--- src/sv/afrs_pkg.sv ---
// Shared types and constants for the accelerometer register-map slave.
// Holds the beat structs, operation codes and register addresses.
// No dependencies.
package afrs_pkg;

  localparam int SAMPLE_BYTES = 6;
  localparam int SAMPLE_W     = 8 * SAMPLE_BYTES;

  // Operation codes carried in the op field of an input beat.
  localparam logic [2:0] OP_PUSH  = 3'd0;
  localparam logic [2:0] OP_ADDR  = 3'd1;
  localparam logic [2:0] OP_WRITE = 3'd2;
  localparam logic [2:0] OP_READ  = 3'd3;
  localparam logic [2:0] OP_STOP  = 3'd4;
  localparam logic [2:0] OP_BERR  = 3'd5;
  localparam logic [2:0] OP_CLEAR = 3'd6;

  // Register map addresses.
  localparam logic [7:0] ADDR_F_STATUS  = 8'h00;
  localparam logic [7:0] ADDR_OUT_FIRST = 8'h01;
  localparam logic [7:0] ADDR_F_SETUP   = 8'h09;
  localparam logic [7:0] ADDR_WHO_AM_I  = 8'h0D;
  localparam logic [7:0] ADDR_DATA_CFG  = 8'h0E;
  localparam logic [7:0] ADDR_CTRL1     = 8'h2A;
  localparam logic [7:0] ADDR_CTRL2     = 8'h2B;
  localparam logic [7:0] ADDR_CTRL3     = 8'h2C;
  localparam logic [7:0] ADDR_CTRL4     = 8'h2D;
  localparam logic [7:0] ADDR_CTRL5     = 8'h2E;

  localparam logic [7:0] ID_VALUE       = 8'h1A;
  localparam logic [7:0] CTRL3_RESET    = 8'h02;
  localparam logic [7:0] BIT_ACTIVE     = 8'h01;
  localparam logic [7:0] MASK_MODE      = 8'hC0;
  localparam logic [7:0] MASK_WMRK      = 8'h3F;
  localparam logic [7:0] BIT_INT_FIFO   = 8'h40;
  localparam logic [7:0] BIT_WMRK_FLAG  = 8'h40;
  localparam logic [7:0] BIT_OVF        = 8'h80;

  typedef struct packed {
    logic [2:0]         op;
    logic               is_read;
    logic [7:0]         data_byte;
    logic signed [15:0] sample_x;
    logic signed [15:0] sample_y;
    logic signed [15:0] sample_z;
  } in_t;

  typedef struct packed {
    logic [7:0] read_data;
    logic       irq_out;
    logic [5:0] fifo_level;
    logic       sample_taken;
  } out_t;

endpackage

--- src/sv/accel_fifo_register_slave_core.sv ---
// Accelerometer bus-slave register map with a sample FIFO in afrs_fifo_mem; uses afrs_pkg.
// An accepted beat is held in the input register while the execute state runs; its result beat
// is registered when that state completes. A new beat is taken only after the last one has
// executed. The accept step reads the FIFO head entry from the sample memory; the execute step
// uses it and writes state back, and holds while the output register is full and stalled.
// Reset (rst, synchronous, active high) clears all control state; the sample memory is not cleared.
module accel_fifo_register_slave_core import afrs_pkg::*; #(
  parameter int FIFO_DEPTH = 32
) (
  input  logic clk,
  input  logic rst,
  input  logic in_valid,
  output logic in_stall,
  input  in_t  in_data,
  output logic out_valid,
  input  logic out_stall,
  output out_t out_data
);

  localparam int AW = (FIFO_DEPTH > 1) ? $clog2(FIFO_DEPTH) : 1;
  localparam logic [AW-1:0] LAST_PTR = AW'(FIFO_DEPTH - 1);
  localparam logic [5:0]    DEPTH_W  = 6'(FIFO_DEPTH);

  // Two-state sequencer: wait for a beat, then execute it.
  localparam logic S_IDLE = 1'b0;
  localparam logic S_EXEC = 1'b1;

  logic [0:0] state;
  in_t        item;

  // Architectural state.
  logic [7:0]          ctrl_one, data_cfg, fifo_setup, ctrl_two, ctrl_three, ctrl_four,
                       ctrl_five;
  logic [7:0]          reg_pointer, current_reg;
  logic                address_seen, burst_active, running, irq_line;
  logic [AW-1:0]       fifo_head, fifo_tail;
  logic [5:0]          fifo_count;
  logic [SAMPLE_W-1:0] staged_sample;
  logic [2:0]          byte_index;

  logic [7:0]          ctrl_one_next, data_cfg_next, fifo_setup_next, ctrl_two_next;
  logic [7:0]          ctrl_three_next, ctrl_four_next, ctrl_five_next;
  logic [7:0]          reg_pointer_next, current_reg_next;
  logic                address_seen_next, burst_active_next, running_next, irq_line_next;
  logic [AW-1:0]       fifo_head_next, fifo_tail_next;
  logic [5:0]          fifo_count_next;
  logic [SAMPLE_W-1:0] staged_sample_next;
  logic [2:0]          byte_index_next;

  logic                accept, exec_go, push_ok;
  logic [SAMPLE_W-1:0] head_sample;
  logic [7:0]          reg_rdata, rdata;
  logic [SAMPLE_W-1:0] sel_sample;
  logic [2:0]          sel_index;

  // A beat is taken only while the sequencer waits; reset holds the input side off.
  assign in_stall = rst || (state != S_IDLE);
  assign accept   = in_valid && !in_stall;
  // The execute cycle completes once the output register can take the result.
  assign exec_go  = (state == S_EXEC) && (!out_valid || !out_stall);
  assign push_ok  = (item.op == OP_PUSH) && running && (fifo_count < DEPTH_W);

  // The head entry is read on every accept, so a pop in the execute cycle has it ready.
  // The entry read is only used when the FIFO holds at least one written sample.
  afrs_fifo_mem #(.DEPTH(FIFO_DEPTH)) u_mem (
    .clk     (clk),
    .wr_en   (exec_go && push_ok),
    .wr_addr (fifo_tail),
    .wr_data ({item.sample_x, item.sample_y, item.sample_z}),
    .rd_en   (accept),
    .rd_addr (fifo_head),
    .rd_data (head_sample)
  );

  function automatic logic irq_eval(input logic [7:0] c1, input logic [7:0] fs,
                                    input logic [7:0] c4, input logic [5:0] cnt);
    irq_eval = ((c1 & BIT_ACTIVE) != 8'h00) && ((fs & MASK_MODE) != 8'h00) &&
               ((c4 & BIT_INT_FIFO) != 8'h00) && ({2'b00, cnt} > (fs & MASK_WMRK));
  endfunction

  function automatic logic [AW-1:0] ptr_inc(input logic [AW-1:0] p);
    ptr_inc = (p == LAST_PTR) ? '0 : p + 1'b1;
  endfunction

  // Register map read of the current register.
  always_comb begin
    case (current_reg)
      ADDR_F_STATUS: begin
        reg_rdata = {2'b00, fifo_count};
        if ({2'b00, fifo_count} > (fifo_setup & MASK_WMRK)) begin
          reg_rdata = reg_rdata | BIT_WMRK_FLAG;
        end
        if (fifo_count >= DEPTH_W) begin
          reg_rdata = reg_rdata | BIT_OVF;
        end
      end
      ADDR_F_SETUP:  reg_rdata = fifo_setup;
      ADDR_WHO_AM_I: reg_rdata = ID_VALUE;
      ADDR_DATA_CFG: reg_rdata = data_cfg;
      ADDR_CTRL1:    reg_rdata = ctrl_one;
      ADDR_CTRL2:    reg_rdata = ctrl_two;
      ADDR_CTRL3:    reg_rdata = ctrl_three;
      ADDR_CTRL4:    reg_rdata = ctrl_four;
      ADDR_CTRL5:    reg_rdata = ctrl_five;
      default:       reg_rdata = 8'h00;
    endcase
  end

  // Execute step: computes every next value and the returned byte.
  always_comb begin
    ctrl_one_next      = ctrl_one;
    data_cfg_next      = data_cfg;
    fifo_setup_next    = fifo_setup;
    ctrl_two_next      = ctrl_two;
    ctrl_three_next    = ctrl_three;
    ctrl_four_next     = ctrl_four;
    ctrl_five_next     = ctrl_five;
    reg_pointer_next   = reg_pointer;
    current_reg_next   = current_reg;
    address_seen_next  = address_seen;
    burst_active_next  = burst_active;
    running_next       = running;
    irq_line_next      = irq_line;
    fifo_head_next     = fifo_head;
    fifo_tail_next     = fifo_tail;
    fifo_count_next    = fifo_count;
    staged_sample_next = staged_sample;
    byte_index_next    = byte_index;
    rdata              = 8'h00;
    sel_sample         = staged_sample;
    sel_index          = byte_index;

    if (exec_go) begin
      case (item.op)
        OP_PUSH: begin
          if (push_ok) begin
            fifo_tail_next  = ptr_inc(fifo_tail);
            fifo_count_next = fifo_count + 6'd1;
            irq_line_next   = irq_eval(ctrl_one, fifo_setup, ctrl_four, fifo_count_next);
          end
        end
        OP_ADDR: begin
          address_seen_next = 1'b0;
          burst_active_next = 1'b0;
          byte_index_next   = 3'd0;
          if (item.is_read) begin
            current_reg_next = reg_pointer;
            // A read that starts at the first output register opens a burst if a
            // sample is there to pop.
            if ((reg_pointer == ADDR_OUT_FIRST) && (fifo_count != 6'd0)) begin
              staged_sample_next = head_sample;
              fifo_head_next     = ptr_inc(fifo_head);
              fifo_count_next    = fifo_count - 6'd1;
              burst_active_next  = 1'b1;
            end
          end
        end
        OP_WRITE: begin
          if (!address_seen) begin
            reg_pointer_next = item.data_byte;
            current_reg_next = item.data_byte;
          end else begin
            case (current_reg)
              ADDR_CTRL1: begin
                ctrl_one_next = item.data_byte;
                running_next  = (item.data_byte & BIT_ACTIVE) != 8'h00;
                irq_line_next = irq_eval(item.data_byte, fifo_setup, ctrl_four, fifo_count);
              end
              ADDR_DATA_CFG: data_cfg_next   = item.data_byte;
              ADDR_F_SETUP:  fifo_setup_next = item.data_byte;
              ADDR_CTRL2:    ctrl_two_next   = item.data_byte;
              ADDR_CTRL3:    ctrl_three_next = item.data_byte;
              ADDR_CTRL4:    ctrl_four_next  = item.data_byte;
              ADDR_CTRL5:    ctrl_five_next  = item.data_byte;
              default:       ;
            endcase
            current_reg_next = current_reg + 8'd1;
            reg_pointer_next = current_reg + 8'd1;
          end
          address_seen_next = 1'b1;
        end
        OP_READ: begin
          if (burst_active) begin
            // After six bytes the next sample is popped; a dry FIFO ends the burst.
            if (byte_index >= 3'(SAMPLE_BYTES)) begin
              if (fifo_count != 6'd0) begin
                staged_sample_next = head_sample;
                fifo_head_next     = ptr_inc(fifo_head);
                fifo_count_next    = fifo_count - 6'd1;
                sel_sample         = head_sample;
                sel_index          = 3'd0;
              end else begin
                burst_active_next = 1'b0;
              end
            end
            if (burst_active_next) begin
              // Bytes go out big-endian: X MSB first, Z LSB last.
              case (sel_index)
                3'd0:    rdata = sel_sample[47:40];
                3'd1:    rdata = sel_sample[39:32];
                3'd2:    rdata = sel_sample[31:24];
                3'd3:    rdata = sel_sample[23:16];
                3'd4:    rdata = sel_sample[15:8];
                3'd5:    rdata = sel_sample[7:0];
                default: rdata = 8'h00;
              endcase
              byte_index_next = sel_index + 3'd1;
            end
          end else begin
            rdata = reg_rdata;
          end
          current_reg_next = current_reg + 8'd1;
          reg_pointer_next = current_reg + 8'd1;
        end
        OP_STOP: begin
          address_seen_next = 1'b0;
          burst_active_next = 1'b0;
          byte_index_next   = 3'd0;
          irq_line_next     = irq_eval(ctrl_one, fifo_setup, ctrl_four, fifo_count);
        end
        OP_BERR: begin
          address_seen_next = 1'b0;
          reg_pointer_next  = ADDR_F_STATUS;
          current_reg_next  = ADDR_F_STATUS;
          burst_active_next = 1'b0;
          byte_index_next   = 3'd0;
          irq_line_next     = irq_eval(ctrl_one, fifo_setup, ctrl_four, fifo_count);
        end
        OP_CLEAR: begin
          // The staged burst sample is left in place.
          fifo_head_next  = '0;
          fifo_tail_next  = '0;
          fifo_count_next = 6'd0;
          irq_line_next   = irq_eval(ctrl_one, fifo_setup, ctrl_four, 6'd0);
        end
        default: ;
      endcase
    end
  end

  always_ff @(posedge clk) begin
    if (rst) begin
      state         <= S_IDLE;
      ctrl_one      <= 8'h00;
      data_cfg      <= 8'h00;
      fifo_setup    <= 8'h00;
      ctrl_two      <= 8'h00;
      ctrl_three    <= CTRL3_RESET;
      ctrl_four     <= 8'h00;
      ctrl_five     <= 8'h00;
      reg_pointer   <= ADDR_F_STATUS;
      current_reg   <= ADDR_F_STATUS;
      address_seen  <= 1'b0;
      burst_active  <= 1'b0;
      running       <= 1'b0;
      irq_line      <= 1'b0;
      fifo_head     <= '0;
      fifo_tail     <= '0;
      fifo_count    <= 6'd0;
      staged_sample <= '0;
      byte_index    <= 3'd0;
      out_valid     <= 1'b0;
    end else begin
      if (accept) begin
        state <= S_EXEC;
      end else if (exec_go) begin
        state <= S_IDLE;
      end
      ctrl_one      <= ctrl_one_next;
      data_cfg      <= data_cfg_next;
      fifo_setup    <= fifo_setup_next;
      ctrl_two      <= ctrl_two_next;
      ctrl_three    <= ctrl_three_next;
      ctrl_four     <= ctrl_four_next;
      ctrl_five     <= ctrl_five_next;
      reg_pointer   <= reg_pointer_next;
      current_reg   <= current_reg_next;
      address_seen  <= address_seen_next;
      burst_active  <= burst_active_next;
      running       <= running_next;
      irq_line      <= irq_line_next;
      fifo_head     <= fifo_head_next;
      fifo_tail     <= fifo_tail_next;
      fifo_count    <= fifo_count_next;
      staged_sample <= staged_sample_next;
      byte_index    <= byte_index_next;
      if (exec_go) begin
        out_valid <= 1'b1;
      end else if (!out_stall) begin
        out_valid <= 1'b0;
      end
    end
  end

  // Input beat and result beat payload registers.
  always_ff @(posedge clk) begin
    if (accept) begin
      item <= in_data;
    end
    if (exec_go) begin
      out_data.read_data    <= rdata;
      out_data.irq_out      <= irq_line_next;
      out_data.fifo_level   <= fifo_count_next;
      out_data.sample_taken <= push_ok;
    end
  end

  // The FIFO never holds more samples than it has entries.
  a_count_bound: assert property (@(posedge clk) disable iff (rst)
    fifo_count <= DEPTH_W)
    else $error("FIFO count exceeds depth");

  // A taken push grows the count by exactly one.
  a_push_count: assert property (@(posedge clk) disable iff (rst)
    (exec_go && push_ok) |=> (fifo_count == $past(fifo_count) + 6'd1))
    else $error("taken push did not advance the count");

  // The interrupt can only be high while the device is active.
  a_irq_active: assert property (@(posedge clk) disable iff (rst)
    irq_line |-> ((ctrl_one & BIT_ACTIVE) != 8'h00))
    else $error("interrupt high while device inactive");

  // Inside a burst the byte position never passes the end of a sample.
  a_burst_index: assert property (@(posedge clk) disable iff (rst)
    burst_active |-> (byte_index <= 3'(SAMPLE_BYTES)))
    else $error("burst byte index out of range");

endmodule

--- src/sv/afrs_fifo_mem.sv ---
// Sample store of the FIFO: one write port and one read port, read data registered.
// Uses afrs_pkg for the sample width.
module afrs_fifo_mem import afrs_pkg::*; #(
  parameter int DEPTH = 32,
  localparam int AW = (DEPTH > 1) ? $clog2(DEPTH) : 1
) (
  input  logic                clk,
  input  logic                wr_en,
  input  logic [AW-1:0]       wr_addr,
  input  logic [SAMPLE_W-1:0] wr_data,
  input  logic                rd_en,
  input  logic [AW-1:0]       rd_addr,
  output logic [SAMPLE_W-1:0] rd_data
);

  logic [SAMPLE_W-1:0] mem [DEPTH];

  always_ff @(posedge clk) begin
    if (wr_en) begin
      mem[wr_addr] <= wr_data;
    end
  end

  always_ff @(posedge clk) begin
    if (rd_en) begin
      rd_data <= mem[rd_addr];
    end
  end

endmodule
--- config.mk ---
export PLATFORM = sky130hd
export DESIGN_NAME = accel_fifo_register_slave_core
export DESIGN_NICKNAME = d
export VERILOG_FILES = /design/src/sv/afrs_pkg.sv /design/src/sv/accel_fifo_register_slave_core.sv /design/src/sv/afrs_fifo_mem.sv
export SDC_FILE = /design/constraint.sdc
export NUM_CORES = 2
export LEC_CHECK = 0
export CAP_MARGIN = 20
export CORE_UTILIZATION = 49
export CTS_CLUSTER_DIAMETER = 40
export DETAILED_ROUTE_END_ITERATION = 12
export DONT_BUFFER_PORTS = 1
export PLACE_DENSITY = 0.61
export SLEW_MARGIN = 0
export SYNTH_ARGS = -nofsm -noshare
export SYNTH_HDL_FRONTEND = slang
export SYNTH_HIERARCHICAL = 1
export SYNTH_SLANG_ARGS = --single-unit
--- constraint.sdc ---
create_clock -name clk -period 8.9 [get_ports clk]
set_clock_uncertainty 0.05 [all_clocks]
set_input_delay 1.78 -clock clk [delete_from_list [all_inputs] [get_ports clk]]
set_output_delay 1.78 -clock clk [all_outputs]
set_load 0.03 [all_outputs]
; Word-level counts from Yosys, hierarchy flattened
; Memories as Yosys holds them, arrays and structs flattened. A register that Yosys moved wholly into a read port is not among the register bits.
; Index checks and enable logic that the tools add are counted.
[classes]
add_sub_neg = 6
mul = 0
div = 0
n_lt_le_gt_ge = 6
eq_ne = 30
n_shift = 0
mux = 63
n_bitwise = 0
n_reduce_logical = 50
[ops]
columns = operator, n
row1 = 48-bit 2-to-1 mux, 5
row2 = 48-bit case mux with 2 select lines, 1
row3 = 8-bit case mux with 9 select lines, 1
row4 = 8-bit case mux with 6 select lines, 1
row5 = 6-bit 2-to-1 mux, 7
row6 = 8-bit by 6-bit == test with 1-bit output (second input constant), 5
row7 = 5-bit 2-to-1 mux, 8
row8 = 8-bit 2-to-1 mux, 5
row9 = 8-bit case mux with 4 select lines, 1
row10 = 4-bit AND reduction, 8
row11 = 8-bit by 4-bit == test with 1-bit output (second input constant), 3
row12 = 6-bit case mux with 4 select lines, 1
row13 = 8-bit case mux with 3 select lines, 1
row14 = 3-bit 2-to-1 mux, 7
row15 = 1-bit 2-to-1 mux, 18
row16 = 3-bit == test (second input constant), 5
row17 = 5-bit case mux with 3 select lines, 1
row18 = 1-bit logical AND, 14
row19 = 2-bit inequality test (second input constant), 7
row20 = 3-bit by 2-bit == test with 1-bit output (second input constant), 4
row21 = 6-bit > comparator, 2
row22 = 5-bit by 1-bit adder with 5-bit output (second input constant), 2
row23 = 5-bit == test (second input constant), 2
row24 = 5-bit case mux with 2 select lines, 1
row25 = 31 further kinds, 45
[totals]
register_bits = 221
latchBits = 0
ram_bits = 1536
romBits = 0
inputBits = 64
out_inout_bits = 18
mem_count = 1
[memory_table]
columns = memory, depth, word_bits, rd, rd_ports_with_merged_regs, wr, line
row1 = u_mem.mem, 32, 48, 1, 1, 1, afrs_fifo_mem.sv:16  ; logic [SAMPLE_W-1:0] mem [DEPTH];

; Longest topological paths before layout
[depth]
ltp_word = 10
ltp_mapped = 15

; By module
; The synthesis kept the hierarchy.
[modules_own_cells]
columns = module, n_inst, cells_per_inst, area_each_um2, seq_area_each_um2
row1 = afrs_fifo_mem, 1, 3364, 61216.2, 47565.6
row2 = accel_fifo_register_slave_core, 1, 1157, 10540.1, 5165.0

; Worst setup path before layout
; OpenSTA, ideal clock, no wires.
[synth_path]
path_type = input port to flip-flop
start = input port rst
end = register item[0] (netlist bit) (enable)
arrival_ps = 6840
t_required_ps = 8274
slack_ps = 1433
cell_stages = 3
cell_sequence = clkbuf_1 > or2_2 > nor2_1
[synth_between]
elab_chain_len = 3
[synth_lines]
columns = item, line
row1 = from (decl), accel_fifo_register_slave_core.sv:11  ; input logic rst,
row2 = 1-bit logical OR, accel_fifo_register_slave_core.sv:57  ; assign in_stall = rst || (state != S_IDLE);
row3 = named net in_stall, accel_fifo_register_slave_core.sv:13  ; output logic in_stall,
row4 = 1-bit zero test, accel_fifo_register_slave_core.sv:58  ; assign accept = in_valid && !in_stall;
row5 = 1-bit logical AND, accel_fifo_register_slave_core.sv:58
row6 = named net accept, accel_fifo_register_slave_core.sv:50  ; logic accept, exec_go, push_ok;
row7 = to (signal assigned), accel_fifo_register_slave_core.sv:298  ; item <= in_data;
row8 = to (decl), accel_fifo_register_slave_core.sv:29  ; in_t item;
; The timed path passes the listed nets, and every way through them passes these cells.
; A chain may end at the register's enable or synchronous reset.

; Worst setup path in the final report
[layout_path]
start = register item[58] (netlist bit)
end = memory u_mem/mem[25][41] (netlist bit) (enable)
[layout_between]
elab_chain_len = 6
[layout_lines]
columns = item, line
row1 = 3-bit zero test, accel_fifo_register_slave_core.sv:61  ; assign push_ok = (item.op == OP_PUSH) && running && (fifo_count < DEPTH_W);
row2 = 1-bit logical AND (2 in series), accel_fifo_register_slave_core.sv:61
row3 = 1-bit logical AND, accel_fifo_register_slave_core.sv:67  ; .wr_en (exec_go && push_ok),
row4 = 1-bit 2-to-1 mux, afrs_fifo_mem.sv:19  ; if (wr_en) begin
row5 = 1-bit 2-to-1 mux (implied by the code), afrs_fifo_mem.sv:20  ; mem[wr_addr] <= wr_data;
row6 = to (decl), afrs_fifo_mem.sv:16
; No other way between the ends.

==> results.json <==
{
  "rsz0062_at_grt": "false",
  "drt-total-wl_um": 185800,
  "placed_cells_incl_taps": 6285,
  "core_um2": 145600,
  "nNetsFinal": 4700,
  "via_per_inst": 5.946,
  "syn_inst": 4521,
  "drv_slew": 0,
  "top_regs": "u_mem/mem x1536, item x60",
  "worstSetupPathType": "flip-flop to flip-flop",
  "cp-end-kind": "flip-flop",
  "drv_cap": 0,
  "antenna_found_initial": 8,
  "cts_resized": 0,
  "mostFrequentLayoutCell": "edfxtp_1",
  "drtPass1Iterations": 8,
  "gp_congestion": 0.8989,
  "final_cells": 6733,
  "cts_hold_buf": 0,
  "synth_area_um2": 71760,
  "insertion_delay_ns": 0.84,
  "die-height_um": 384.7,
  "hp-class": "flip-flop to flip-flop",
  "combPwrFrac_pct": 1.3,
  "syn-num-nets": 4613,
  "p_sw_share_pct": 20.97,
  "setup_slack_ns": 4.017,
  "cts_root_buffer": "clkbuf_16",
  "ir_drop_mv": 0.2069,
  "synthFlopType": "edfxtp_1",
  "cts_buffers": 235,
  "drt_iter0_drc": 4077,
  "fin_tns_setup_ns": 0,
  "cp_max_fo": 26,
  "antenna_left": 0,
  "dp_hpwl_um": 109800,
  "layout_common_cells": "edfxtp_1 (1660), mux2i_1 (798), nand2_1 (358)",
  "ys_ff_latch": 1804,
  "p_int_mw": 15.05,
  "critical_path_arrival_ns": 5.32,
  "seqPwrFrac_pct": 48.7,
  "outcome": "finished clean",
  "p_clk_share_pct": 50.0,
  "setup_viol": 0,
  "synth_cell_type_count": 80,
  "regMostFlops": "u_mem/mem",
  "ys_warn_count": 6,
  "grt_max_degree": 145,
  "fin_crit_sh_pct": 54.86,
  "maxSlewHeadroom_pct": 22.55,
  "final_hold_viol_count": 0,
  "largest_reg_flops": 1536,
  "pin_count": 82,
  "grt-ovfl-total": 0,
  "syn_area_per_cell_um2": 15.87,
  "worst_pin_slew_ns": 1.159,
  "ys_seq_area_share_pct": 73.49,
  "die_x_um": 384.7,
  "max_clock_freq_mhz": 204.8,
  "synthArstFlopShare_pct": 0,
  "pre_cts_ws_ns": 3.529,
  "vias": 40033,
  "port_buffers": 0,
  "worst-endpoint-required_ns": 9.33,
  "syn2layout_area_growth_pct": 14.33,
  "grt_usage_pct": 25.00,
  "clock-sinks": 1804,
  "p_leak_nw": 25.14,
  "cp-start-kind": "flip-flop",
  "initial_utilization_pct": 49.30,
  "clockBufferDepth": 3,
  "power_mw": 19.05,
  "final_layout_size_suffix_gt1_share_pct": 12.18,
  "grt_pass1_vias": 38584,
  "netSwitchingPower_mw": 3.994,
  "wl_per_cell_um": 27.59,
  "cts.htree.levels": 4,
  "synth_edf_count": 1660,
  "fp.dieArea_um2": 148000,
  "grt_pass1_wl_um": 268500,
  "path_clk_slew_ns": 0.05,
  "cts_setup_buffers": 0,
  "num_rows": 140,
  "cts_tree": "done",
  "period_needed_ns": 4.883,
  "powerDensity_nw_per_um2": 232.2,
  "drcViolationCount": 0
}
-- layout make-up --
cell class	count	area, µm²
Multi-Input combinational cell	2418	17580
Tap cell	1917	2399
Inverter	27	101.3
Sequential cell	1804	52730
Antenna cell	3	7.507
Clock inverter	172	1976
Fill cell	11269	63530
Timing Repair Buffer	122	1139
Clock buffer	270	6105
-- cells by family (layout without fill, tap and decap cells) --
group / Yosys count / after routing / share of synthesized area, %
adder cells (fa/ha/maj): 28 / 28 / 0.4882
flip-flops: 1804 / 1804 / 73.49
AO/OA/AOI/OAI: 734 / 734 / 6.837
other: 0 / 3 / 0
AND/OR/NAND/NOR: 836 / 836 / 5.330
XOR/XNOR: 16 / 16 / 0.2058
buffers and inverters: 299 / 591 / 2.427
multiplexers: 804 / 804 / 11.23
-- Yosys cell counts (all sizes together) (4+ instances only) --
| cell | instances | area share, % |
|---|---|---|
| a211oi | 6 | 0.070 |
| a21o | 4 | 0.042 |
| a21oi | 289 | 2.0 |
| a221o | 5 | 0.070 |
| a221oi | 11 | 0.13 |
| a222oi | 13 | 0.18 |
| a22o | 103 | 1.3 |
| a22oi | 163 | 1.7 |
| a31oi | 57 | 0.50 |
| and2 | 6 | 0.052 |
| and3 | 14 | 0.12 |
| buf | 168 | 1.7 |
| clkbuf | 104 | 0.54 |
| dfxtp | 144 | 4.0 |
| edfxtp | 1660 | 69 |
| ha | 28 | 0.49 |
| inv | 25 | 0.13 |
| mux2 | 6 | 0.094 |
| mux2i | 798 | 11 |
| nand2 | 360 | 1.9 |
| nand2b | 12 | 0.12 |
| nand3 | 176 | 1.2 |
| nand3b | 9 | 0.094 |
| nand4 | 11 | 0.10 |
| nor2 | 131 | 0.70 |
| nor2b | 14 | 0.12 |
| nor3 | 69 | 0.48 |
| nor4 | 6 | 0.073 |
| nor4b | 4 | 0.087 |
| o21ai | 34 | 0.27 |
| o22ai | 17 | 0.15 |
| or3 | 4 | 0.035 |
| or3b | 4 | 0.049 |
| xnor2 | 9 | 0.12 |
| xor2 | 7 | 0.085 |
-- metal layers --
metal	GRT usage [%]	vias to the layer above	part of all wire (%)
met4	6.768	4	2.3
met3	3.853	260	6.7
met5	0	-	0.017
li1	-	17868	-
met2	39.07	1480	47
met1	36.50	20421	44
-- final timing paths --
kind | start | to | slack (ns) | cells past startpoint
min | ctrl_four[2] | ctrl_four[2] | 0.40 | 2
max reg2reg | item[58] | u_mem/mem[25][41] | 4.02 | 8
max | item[58] | u_mem/mem[25][41] | 4.02 | 8
min reg2reg | ctrl_four[2] | ctrl_four[2] | 0.40 | 2
-- through the flow --
| stage | hold WS, ns | area [µm²] | utilization (%) |
|---|---|---|---|
| floorplan | 0.3776 | 71760 | - |
| global placement | 0.3836 | 73830 | 50.72 |
| detailed placement | 0.3910 | 73870 | 50.75 |
| CTS | 0.3989 | 81950 | 56.30 |
| global route | 0.4114 | 82030 | 56.35 |
| finish | 0.3979 | 82040 | 56.36 |
-- power groups by stage --
stage,registers (mW),logic [mW],clock network [mW]
detailed placement,9.46,0.249,0
global route,9.27,0.271,10.0
global placement,9.46,0.244,0
floorplan,9.47,0.127,0
CTS,9.28,0.249,9.64
finish,9.28,0.255,9.52
-- critical path: stages (launching register included) --
cell and delay (ns):
edfxtp_1 0.86, nor2b_1 0.55, xnor2_2 0.24, nand2_1 0.17
nor2_1 0.12, buf_4 0.23, nand3b_1 0.62, nor2_4 1.13
buf_4 0.53
Note: power is estimated with default switching activity, not from simulation.
